<file path="config.mk">
export PLATFORM = sky130hd
export DESIGN_NAME = string_to_signed_integer_parser_top
export DESIGN_NICKNAME = d
export VERILOG_FILES = /design/src/rtl/core/s2i_pkg.sv /design/src/rtl/core/string_to_signed_integer_parser_top.sv /design/src/rtl/core/s2i_in_stage.sv /design/src/rtl/core/s2i_char_class.sv /design/src/rtl/core/s2i_core.sv /design/src/rtl/core/s2i_out_stage.sv
export SDC_FILE = /design/constraint.sdc
export NUM_CORES = 2
export LEC_CHECK = 0
export BUFFER_PORTS_ARGS = -buffer_cell sky130_fd_sc_hd__clkbuf_2
export CAP_MARGIN = 40
export CORE_UTILIZATION = 25
export DETAILED_ROUTE_END_ITERATION = 8
export GPL_TIMING_DRIVEN = 0
export PLACE_DENSITY = 0.51
export SYNTH_ARGS = -nofsm -noshare
export SYNTH_HDL_FRONTEND = slang
export SYNTH_SLANG_ARGS = --single-unit
</file>
<file path="constraint.sdc">
create_clock -name clk -period 8.95 [get_ports clk]
set_input_delay 1.3425 -clock clk [delete_from_list [all_inputs] [get_ports clk]]
set_output_delay 1.3425 -clock clk [all_outputs]
set_load 0.05 [all_outputs]
</file>
<file path="src/rtl/core/s2i_pkg.sv">
// ----------------------------------------------------------------------------
// String-to-integer parser package
// Shared types, codes and constants for the streaming signed-integer parser.
// ----------------------------------------------------------------------------
`timescale 1ns / 1ps

package s2i_pkg;

  localparam int DEF_VALUE_WIDTH = 64;
  localparam int DEF_MAX_CHARS   = 65535;

  localparam int CH_W     = 8;
  localparam int BASE_W   = 6;
  localparam int DIGIT_W  = 6;
  localparam int RVALUE_W = 64;
  localparam int OFFSET_W = 16;

  localparam logic [BASE_W-1:0] BASE_MAX   = 6'd36;
  localparam logic [BASE_W-1:0] BASE_HEX   = 6'd16;
  localparam logic [BASE_W-1:0] BASE_OCT   = 6'd8;
  localparam logic [BASE_W-1:0] BASE_DEC   = 6'd10;
  localparam logic [BASE_W-1:0] BASE_AUTO  = 6'd0;
  localparam logic [BASE_W-1:0] BASE_UNARY = 6'd1;

  localparam logic [CH_W-1:0] CH_LX    = 8'h78;  // 'x'
  localparam logic [CH_W-1:0] CH_UX    = 8'h58;  // 'X'
  localparam logic [CH_W-1:0] CH_PLUS  = 8'h2B;
  localparam logic [CH_W-1:0] CH_MINUS = 8'h2D;
  localparam logic [CH_W-1:0] CH_ZERO  = 8'h30;
  localparam logic [CH_W-1:0] CH_SPACE = 8'h20;

  typedef enum logic [2:0] {
    PH_IDLE   = 3'd0,
    PH_SPACE  = 3'd1,
    PH_SIGNED = 3'd2,
    PH_ZERO   = 3'd3,
    PH_PREFIX = 3'd4,
    PH_DIGITS = 3'd5
  } phase_t;

  typedef enum logic [1:0] {
    ST_OK        = 2'd0,
    ST_NO_DIGITS = 2'd1,
    ST_RANGE     = 2'd2,
    ST_BAD_BASE  = 2'd3
  } status_t;

  typedef struct packed {
    logic [CH_W-1:0] ch;
    logic            start;
  } in_item_t;

  typedef struct packed {
    logic               is_space;
    logic               is_plus;
    logic               is_minus;
    logic               is_zero;
    logic               is_x;
    logic               digit_ok;
    logic [DIGIT_W-1:0] digit;
  } char_class_t;

  typedef struct packed {
    logic [RVALUE_W-1:0] value;
    logic [OFFSET_W-1:0] end_offset;
    status_t             status;
  } result_t;

endpackage

</file>
<file path="src/rtl/core/string_to_signed_integer_parser_top.sv">
// ----------------------------------------------------------------------------
// Streaming signed-integer parser
// Parses a character stream in the manner of strtol into a saturated signed
// value, the consumed character count and a status code.
//
//   port group   dir   content
//   s_*          in    tdata[7:0] ch, tuser[0] string_start
//   m_*          out   tdata[63:0] value, tdata[79:64] end_offset,
//                      tuser[1:0] status
//   cfg_*        in    cfg_wr_data[5:0] number_base (write-only)
//
// One character per cycle sustained while the result register is free. A
// character is held in the input register; the parse step is combinational
// and loads the result register at the edge that takes the character, so the
// closing character passes the input register and then the result register.
// The step is one base-by-accumulator multiply-add and a limit compare.
// rst is synchronous; it sets the base to 10 and the parser idle.
// The step stalls only while the result register is full and not taken.
// ----------------------------------------------------------------------------
`timescale 1ns / 1ps

module string_to_signed_integer_parser_top
  import s2i_pkg::*;
#(
  parameter int VALUE_WIDTH = DEF_VALUE_WIDTH,
  parameter int MAX_CHARS   = DEF_MAX_CHARS
) (
  input  logic        clk,
  input  logic        rst,
  input  logic        s_tvalid,
  output logic        s_tready,
  input  logic [7:0]  s_tdata,     // [7:0] ch
  input  logic [0:0]  s_tuser,     // [0] string_start
  output logic        m_tvalid,
  input  logic        m_tready,
  output logic [79:0] m_tdata,     // [63:0] value, [79:64] end_offset
  output logic [1:0]  m_tuser,     // [1:0] status
  input  logic        cfg_wr_en,
  input  logic [5:0]  cfg_wr_data  // number_base
);

  logic        item_valid;
  in_item_t    item;
  char_class_t cls;
  logic        out_free;
  logic        step_en;
  logic        res_valid;
  result_t     res;

  assign step_en = item_valid && out_free;

  s2i_in_stage u_in (
    .clk        (clk),
    .rst        (rst),
    .s_tvalid   (s_tvalid),
    .s_tready   (s_tready),
    .s_tdata    (s_tdata),
    .s_tuser    (s_tuser),
    .take       (step_en),
    .item_valid (item_valid),
    .item       (item)
  );

  s2i_char_class u_cls (
    .ch  (item.ch),
    .cls (cls)
  );

  s2i_core #(
    .VALUE_WIDTH (VALUE_WIDTH),
    .MAX_CHARS   (MAX_CHARS)
  ) u_core (
    .clk         (clk),
    .rst         (rst),
    .cfg_wr_en   (cfg_wr_en),
    .cfg_wr_data (cfg_wr_data),
    .step_en     (step_en),
    .item        (item),
    .cls         (cls),
    .res_valid   (res_valid),
    .res         (res)
  );

  s2i_out_stage u_out (
    .clk      (clk),
    .rst      (rst),
    .load     (step_en && res_valid),
    .res      (res),
    .free     (out_free),
    .m_tvalid (m_tvalid),
    .m_tready (m_tready),
    .m_tdata  (m_tdata),
    .m_tuser  (m_tuser)
  );

endmodule

</file>
<file path="src/rtl/core/s2i_in_stage.sv">
// ----------------------------------------------------------------------------
// Input register
// Holds one accepted character until the parse step takes it.
// ----------------------------------------------------------------------------
`timescale 1ns / 1ps

module s2i_in_stage
  import s2i_pkg::*;
(
  input  logic      clk,
  input  logic      rst,
  input  logic      s_tvalid,
  output logic      s_tready,
  input  logic [7:0] s_tdata,   // [7:0] ch
  input  logic [0:0] s_tuser,   // [0] string_start
  input  logic      take,
  output logic      item_valid,
  output in_item_t  item
);

  logic     valid;
  in_item_t item_q;

  assign s_tready   = !valid || take;
  assign item_valid = valid;
  assign item       = item_q;

  always_ff @(posedge clk) begin
    if (rst) begin
      valid <= 1'b0;
    end else if (s_tvalid && s_tready) begin
      valid <= 1'b1;
    end else if (take) begin
      valid <= 1'b0;
    end
  end

  always_ff @(posedge clk) begin
    if (s_tvalid && s_tready) begin
      item_q.ch    <= s_tdata;
      item_q.start <= s_tuser[0];
    end
  end

endmodule

</file>
<file path="src/rtl/core/s2i_char_class.sv">
// ----------------------------------------------------------------------------
// Character classifier
// Decodes one byte into whitespace, sign, prefix and digit-value flags.
// ----------------------------------------------------------------------------
`timescale 1ns / 1ps

module s2i_char_class
  import s2i_pkg::*;
(
  input  logic [CH_W-1:0] ch,
  output char_class_t     cls
);

  always_comb begin
    cls          = '0;
    cls.is_space = (ch inside {[8'd9:8'd13], CH_SPACE});
    cls.is_plus  = (ch == CH_PLUS);
    cls.is_minus = (ch == CH_MINUS);
    cls.is_zero  = (ch == CH_ZERO);
    cls.is_x     = (ch == CH_LX) || (ch == CH_UX);
    if (ch inside {[8'h30:8'h39]}) begin
      cls.digit_ok = 1'b1;
      cls.digit    = DIGIT_W'(ch - 8'h30);
    end else if (ch inside {[8'h41:8'h5A]}) begin
      cls.digit_ok = 1'b1;
      cls.digit    = DIGIT_W'(ch - 8'h41 + 8'd10);
    end else if (ch inside {[8'h61:8'h7A]}) begin
      cls.digit_ok = 1'b1;
      cls.digit    = DIGIT_W'(ch - 8'h61 + 8'd10);
    end
  end

endmodule

</file>
<file path="src/rtl/core/s2i_core.sv">
// ----------------------------------------------------------------------------
// Parse step
// Parse state registers and the one-character step: whitespace, sign,
// radix prefix, digit multiply-add with range check, and result forming.
// ----------------------------------------------------------------------------
`timescale 1ns / 1ps

module s2i_core
  import s2i_pkg::*;
#(
  parameter int VALUE_WIDTH = DEF_VALUE_WIDTH,
  parameter int MAX_CHARS   = DEF_MAX_CHARS
) (
  input  logic              clk,
  input  logic              rst,
  input  logic              cfg_wr_en,
  input  logic [BASE_W-1:0] cfg_wr_data,
  input  logic              step_en,
  input  in_item_t          item,
  input  char_class_t       cls,
  output logic              res_valid,
  output result_t           res
);

  localparam int VW     = VALUE_WIDTH;
  localparam int PW     = $clog2(MAX_CHARS + 1);
  localparam int EW     = (PW > OFFSET_W) ? PW : OFFSET_W;
  localparam int PRODW  = VW + BASE_W + 1;

  localparam logic [PW-1:0] POS_MAX = PW'(MAX_CHARS);
  localparam logic [VW-1:0] POS_LIM = {1'b0, {(VW-1){1'b1}}};
  localparam logic [VW-1:0] NEG_LIM = {1'b1, {(VW-1){1'b0}}};
  localparam logic [EW-1:0] OFS_CAP = EW'({OFFSET_W{1'b1}});

  // state
  logic [BASE_W-1:0] number_base;
  phase_t            phase;
  logic              negative;
  logic [VW-1:0]     acc;
  logic              overflowed;
  logic [BASE_W-1:0] eff_base;
  logic [PW-1:0]     position;
  logic [PW-1:0]     digit_end;

  phase_t            phase_next;
  logic              negative_next;
  logic [VW-1:0]     acc_next;
  logic              overflowed_next;
  logic [BASE_W-1:0] eff_base_next;
  logic [PW-1:0]     position_next;
  logic [PW-1:0]     digit_end_next;

  // working values after a possible restart
  phase_t            cur_phase;
  logic              cur_neg;
  logic [VW-1:0]     cur_acc;
  logic              cur_ovf;
  logic [BASE_W-1:0] cur_base;
  logic [PW-1:0]     cur_pos;
  logic [PW-1:0]     cur_dend;

  logic              bad_base;
  logic [PW-1:0]     npos;
  logic [BASE_W-1:0] step_base;
  logic              dig_take;
  logic [VW-1:0]     limit;
  logic [PRODW-1:0]  prod;
  logic              fits;
  logic [VW-1:0]     acc_take;
  logic              ovf_take;
  logic signed [VW-1:0] final_val;
  logic [EW-1:0]     dend_ext;
  logic [OFFSET_W-1:0] final_ofs;

  always_ff @(posedge clk) begin
    if (rst) begin
      number_base <= BASE_DEC;
    end else if (cfg_wr_en) begin
      number_base <= cfg_wr_data;
    end
  end

  always_comb begin
    bad_base = item.start &&
               ((number_base == BASE_UNARY) || (number_base > BASE_MAX));
    if (item.start) begin
      cur_phase = PH_SPACE;
      cur_neg   = 1'b0;
      cur_acc   = '0;
      cur_ovf   = 1'b0;
      cur_base  = number_base;
      cur_pos   = '0;
      cur_dend  = '0;
    end else begin
      cur_phase = phase;
      cur_neg   = negative;
      cur_acc   = acc;
      cur_ovf   = overflowed;
      cur_base  = eff_base;
      cur_pos   = position;
      cur_dend  = digit_end;
    end

    npos = (cur_pos >= POS_MAX) ? POS_MAX : cur_pos + PW'(1);

    // auto base resolves to 10 on a plain digit, to 8 after a leading zero
    case (cur_phase)
      PH_SPACE, PH_SIGNED: step_base = (cur_base == BASE_AUTO) ? BASE_DEC : cur_base;
      PH_ZERO:             step_base = (cur_base == BASE_AUTO) ? BASE_OCT : cur_base;
      default:             step_base = cur_base;
    endcase

    dig_take = cls.digit_ok && (BASE_W'(cls.digit) < step_base);

    limit    = cur_neg ? NEG_LIM : POS_LIM;
    prod     = PRODW'(cur_acc) * PRODW'(step_base) + PRODW'(cls.digit);
    fits     = (prod <= PRODW'(limit));
    ovf_take = cur_ovf || !fits;
    acc_take = ovf_take ? cur_acc : prod[VW-1:0];

    if (cur_ovf) begin
      final_val = cur_neg ? NEG_LIM : POS_LIM;
    end else begin
      final_val = cur_neg ? (VW'(0) - cur_acc) : cur_acc;
    end
    dend_ext  = EW'(cur_dend);
    final_ofs = (dend_ext > OFS_CAP) ? {OFFSET_W{1'b1}} : dend_ext[OFFSET_W-1:0];

    phase_next      = cur_phase;
    negative_next   = cur_neg;
    acc_next        = cur_acc;
    overflowed_next = cur_ovf;
    eff_base_next   = cur_base;
    position_next   = npos;
    digit_end_next  = cur_dend;
    res_valid       = 1'b0;
    res             = '0;
    res.status      = ST_OK;

    if (bad_base) begin
      phase_next    = PH_IDLE;
      position_next = '0;
      res_valid     = 1'b1;
      res.status    = ST_BAD_BASE;
    end else begin
      case (cur_phase)
        PH_SPACE, PH_SIGNED: begin
          if (cur_phase == PH_SPACE && cls.is_space) begin
            phase_next = PH_SPACE;
          end else if (cur_phase == PH_SPACE && (cls.is_plus || cls.is_minus)) begin
            negative_next = cls.is_minus;
            phase_next    = PH_SIGNED;
          end else if (cls.is_zero &&
                       (cur_base == BASE_AUTO || cur_base == BASE_HEX)) begin
            // hold the zero: it may open a 0x prefix
            digit_end_next = npos;
            phase_next     = PH_ZERO;
          end else begin
            eff_base_next = step_base;
            if (dig_take) begin
              acc_next        = acc_take;
              overflowed_next = ovf_take;
              digit_end_next  = npos;
              phase_next      = PH_DIGITS;
            end else begin
              phase_next = PH_IDLE;
              res_valid  = 1'b1;
              res.status = ST_NO_DIGITS;
            end
          end
        end
        PH_ZERO: begin
          if (cls.is_x) begin
            eff_base_next = BASE_HEX;
            phase_next    = PH_PREFIX;
          end else begin
            eff_base_next = step_base;
            if (dig_take) begin
              acc_next        = acc_take;
              overflowed_next = ovf_take;
              digit_end_next  = npos;
              phase_next      = PH_DIGITS;
            end else begin
              phase_next     = PH_IDLE;
              res_valid      = 1'b1;
              res.value      = RVALUE_W'(final_val);
              res.end_offset = final_ofs;
              res.status     = cur_ovf ? ST_RANGE : ST_OK;
            end
          end
        end
        PH_PREFIX, PH_DIGITS: begin
          if (dig_take) begin
            acc_next        = acc_take;
            overflowed_next = ovf_take;
            digit_end_next  = npos;
            phase_next      = PH_DIGITS;
          end else begin
            phase_next     = PH_IDLE;
            res_valid      = 1'b1;
            res.value      = RVALUE_W'(final_val);
            res.end_offset = final_ofs;
            res.status     = cur_ovf ? ST_RANGE : ST_OK;
          end
        end
        default: begin
          // idle without a start: character ignored
          phase_next    = PH_IDLE;
          position_next = cur_pos;
        end
      endcase
    end
  end

  always_ff @(posedge clk) begin
    if (rst) begin
      phase      <= PH_IDLE;
      negative   <= 1'b0;
      acc        <= '0;
      overflowed <= 1'b0;
      eff_base   <= BASE_DEC;
      position   <= '0;
      digit_end  <= '0;
    end else if (step_en) begin
      phase      <= phase_next;
      negative   <= negative_next;
      acc        <= acc_next;
      overflowed <= overflowed_next;
      eff_base   <= eff_base_next;
      position   <= position_next;
      digit_end  <= digit_end_next;
    end
  end

  a_idle_after_result: assert property (@(posedge clk) disable iff (rst)
    step_en && res_valid |=> phase == PH_IDLE)
    else $error("parser not idle after a result");

  a_acc_in_range: assert property (@(posedge clk) disable iff (rst)
    acc <= NEG_LIM)
    else $error("accumulator beyond the negative limit");

  a_dend_le_pos: assert property (@(posedge clk) disable iff (rst)
    digit_end <= position)
    else $error("digit end past the position");

  a_bad_base_answers: assert property (@(posedge clk) disable iff (rst)
    bad_base |-> res_valid && res.status == ST_BAD_BASE && res.value == '0)
    else $error("invalid base without an immediate status result");

  a_acc_positive_limit: assert property (@(posedge clk) disable iff (rst)
    !negative && phase == PH_DIGITS |-> acc <= POS_LIM)
    else $error("positive accumulator above its limit");

endmodule

</file>
<file path="src/rtl/core/s2i_out_stage.sv">
// ----------------------------------------------------------------------------
// Result register
// Holds one finished result until the downstream side takes it.
// ----------------------------------------------------------------------------
`timescale 1ns / 1ps

module s2i_out_stage
  import s2i_pkg::*;
(
  input  logic        clk,
  input  logic        rst,
  input  logic        load,
  input  result_t     res,
  output logic        free,
  output logic        m_tvalid,
  input  logic        m_tready,
  output logic [79:0] m_tdata,   // [63:0] value, [79:64] end_offset
  output logic [1:0]  m_tuser    // [1:0] status
);

  logic    valid;
  result_t res_q;

  assign free     = !valid || m_tready;
  assign m_tvalid = valid;
  assign m_tdata  = {res_q.end_offset, res_q.value};
  assign m_tuser  = res_q.status;

  always_ff @(posedge clk) begin
    if (rst) begin
      valid <= 1'b0;
    end else if (load) begin
      valid <= 1'b1;
    end else if (m_tready) begin
      valid <= 1'b0;
    end
  end

  always_ff @(posedge clk) begin
    if (load) begin
      res_q <= res;
    end
  end

endmodule
</file>
==> results.yml <==
worst_setup_path:
  rrSetupSlack_ps: -980
  cp.required_ps: 9390
  worstRegToRegCells: 40
  cp_common_cell: "fa_1"
  slowest_stage: "fa_1"
  endpoint: "u_core.acc[27]"
  path_max_fanout: 7
  cp_top_family: "compound AO/OA/AOI/OAI gates"
  cp.arrival_ps: 10380
  timing.rr.end: "u_core.acc[27]"
  r2r-start: "u_in.item[0]"
  path_buf_inv: 7
  critPathLaunch: "u_in.item[0]"
  critPathKind: "flip-flop to flip-flop"
  critPathLaunchType: "flip-flop"
  crit_path_end_kind: "flip-flop"
  cp_num_cells: 40
  slowest_delay_ps: 550
placement:
  dp_cells: 4434
  dpl_cell_area_um2: 28300
  hpwlAfterDp_mm: 76.74
  gp_congestion: 0.9514
  port_buffers: 102
synth:
  syn_nets: 3453
  synth_area_per_cell_um2: 8.695
  synth.cell_area_um2: 25660
  yosys-mux-area-fraction_pct: 0.8631
  synth-seq-cells: 206
  synth-simple-area-share_pct: 22.12
  yosysUniqueCellTypes: 87
  synthAdderAreaFrac_pct: 30.88
  synth_compound_area_share_pct: 17.56
  synth_top_family_by_area: "adder cells"
  synthArstFlopShare_pct: 0
  syn_inst: 2951
  synth_edf_count: 91
  synth_xor_area_share_pct: 3.209
  yosys_warnings: 0
  ys_seq_area_share_pct: 19.62
  yosys_most_used_dff: "dfxtp_1"
clock_network:
  clockBufferDepth: 3
  clkLatencyLatePin_ps: 580
  h-tree-depth: 1
  clk_pin_slew_worst_paths_ps: 60
  cts_buffers: 24
  clock_sinks: 206
  cts_tree: "yes"
  cts_hold_buf: 0
  root_buffer: "clkbuf_16"
floorplanning:
  num_rows: 117
  die_area_um2: 103900
  fp.dieH_um: 322.4
  ios: 104
  core-area_um2: 101700
  die_w_um: 322.4
  initial_core_util_pct: 25.22
detailed_routing:
  wl_mm: 97.49
  wl_per_cell_um: 21.37
  vias: 23240
  ant_nets: 0
  drt_iter0_drc: 1801
  viasPerCell: 5.094
  remaining_drc_errors: 0
  firstDrtPassIters: 5
global_route:
  grt_antenna_before_repair: 2
  grt.total_usage_pct: 18.64
  grt_pass1_vias: 22880
  gr-total-overflow: 0
  grt_max_degree: 67
  grt_pass1_wl_mm: 147.8
layout:
  fin_area_um2: 31420
  area_delta_synth_final_pct: 22.45
  n_fill_cell: 10680
  nets: 3677
  final_layout_size_suffix_gt1_share_pct: 16.76
  final_cell_count_no_fill: 4562
timing:
  finalMaxSlewViolations: 0
  slew_headroom_pct: 38.69
  timing.final.ws_setup_ps: -984.1
  tightest_slew_ps: 919.6
  setup_tns_ps: -59700
  finalHoldViolCount: 0
  rsz0062_at_grt: "yes"
  setup_violations: 65
  fin_skew_ps: 28.41
  period_share_pct: 111.0
  max_freq_mhz: 100.7
  finalCriticalPeriod_ps: 9934
min_path:
  holdPathStages: 1
  hold_path_class: "flip-flop to flip-flop"
  hp-start: "u_core.digit_end[15]"
run_status:
  outcome: "finished with violations"
  violations: "setup timing"
power:
  pwr_density_cell_nw_per_um2: 72.47
  ir_worst_vdd_mv: 0.1230
  p_leak_nw: 13.96
flow_run:
  cap_violations: 0
[routing by layer]
metal  wire length, µm  track usage [%]  share of wire, %
met5                 0                0                 0
met4              3888            6.878               4.0
met3              5356            1.771               5.5
met2             44310            30.11                45
met1             43930            25.66                45
[cells in the final DEF (no fill, tap or decap), types with 29 or more instances in the layout]
| cell type | count |
|---|---|
| a21o_1 | 31 |
| a21oi_1 | 186 |
| a22o_1 | 70 |
| and2_1 | 279 |
| buf_4 | 97 |
| clkbuf_1 | 119 |
| clkbuf_16 | 42 |
| clkbuf_2 | 109 |
| dfxtp_1 | 115 |
| edfxtp_1 | 91 |
| fa_1 | 249 |
| ha_1 | 197 |
| inv_1 | 151 |
| nand2_1 | 238 |
| nand2b_1 | 37 |
| nand3_1 | 45 |
| nand4_1 | 48 |
| nor2_1 | 242 |
| nor3_1 | 29 |
| o21ai_0 | 94 |
| o22a_1 | 31 |
| xnor2_1 | 46 |
| xor2_1 | 34 |
[how the worst min path moves through the flow]
stage | endpoint | slack [ps]
2_1_floorplan | u_core.digit_end[15] | 430
3_3_place_gp | u_core.digit_end[15] | 450
3_5_place_dp | u_core.digit_end[15] | 450
4_1_cts | u_core.digit_end[15] | 470
5_1_grt | u_core.digit_end[15] | 490
6_report | u_core.digit_end[15] | 460
[layout make-up]
cell class              instances  area [µm²]  area share [%]
diodes                          1       2.502        0.007965
plain buffers                 189        1276           4.062
clock buffers                  28       625.6           1.991
clock inverters                16       117.6          0.3743
inverters                     159       599.3           1.908
multi-input cells            2373       20400           64.93
flip-flops and latches        206        5035           16.02
well taps                    1368        1712           5.448
repair buffers                222        1652           5.257
[sequential cells by signal, summed over array words and instances (netlist names)]
| register | flops |
|---|---|
| u_core.digit_end | 16 |
| u_in.item | 9 |
| u_out.m_tdata | 80 |
| u_core.phase | 3 |
| u_in.item_valid | 1 |
| u_out.m_tvalid | 1 |
| u_core.number_base | 6 |
| u_out.m_tuser | 2 |
| u_core.acc | 64 |
| u_core.eff_base | 6 |
| u_core.negative | 1 |
| u_core.position | 16 |
| u_core.overflowed | 1 |
[synth_stat cells (21+ instances only)]
library cell	n	area, µm²
a22o_1	71	621.9
nor3_1	40	200.2
nand2b_1	39	244.0
nand2_1	241	904.6
and2_1	286	1789
fa_1	252	5045
o21a_1	29	217.7
inv_1	158	593.1
nand3_1	49	245.2
mux2i_1	21	210.2
o21ai_0	108	540.5
nand4_1	48	300.3
xor2_1	41	359.1
nor2_1	252	945.9
o22a_1	31	271.5
dfxtp_1	115	2302
a21oi_1	218	1091
nor4_1	21	131.4
ha_1	230	2878
edfxtp_1	91	2733
xnor2_1	53	464.2
a21o_1	32	240.2
nor2b_1	29	181.4
clkbuf_1	180	675.7
[where the power goes]
group	total [mW]	leakage, nW	internal (mW)	switching (mW)
logic	0.302	11.8	0.100	0.202
clock network	0.964	0.354	0.509	0.455
registers	1.01	1.82	0.998	0.0135
[metrics by stage]
step / hold slack [ps] / util [%] / setup WS [ps] / power [mW]
floorplan: 434.2 / - / -14.63 / 1.179
global placement: 452.7 / 27.66 / -4237 / 1.272
detailed placement: 453.9 / 27.81 / -3824 / 1.271
CTS: 472.0 / 30.40 / -1024 / 2.287
global route: 492.7 / 30.88 / -1277 / 2.339
finish: 464.8 / 30.88 / -984.1 / 2.277
[cells by family (layout without fill, tap and decap cells)]
kind of cell / after synthesis / in the layout
AO/OA/AOI/OAI: 678 / 678
XOR/XNOR: 94 / 94
adder cells (fa/ha/maj): 482 / 482
buffers and inverters: 372 / 614
flip-flops: 206 / 206
multiplexers: 22 / 22
other: 0 / 1
AND/OR/NAND/NOR: 1097 / 1097
[worst reg2reg max path, delay by kind of cell (launching register included)]
family,cells,cell delay (ps)
adders and majority gates,6,2310
buffers and inverters,7,980
DFF,1,490
xor gates and xnor gates,1,140
and+or+nand+nor,12,2630
muxes,1,310
AOI/OAI and AO/OA,13,2940
[timing repair]
action | 4_1_cts | 5_1_grt
setup endpoints to repair | 65 | 65
setup buffers | 76 | 24
gates resized for setup | 258 | 76
pin swaps | 96 | 48
gates cloned | 7 | 1
Power figures use the tool's default switching activity.
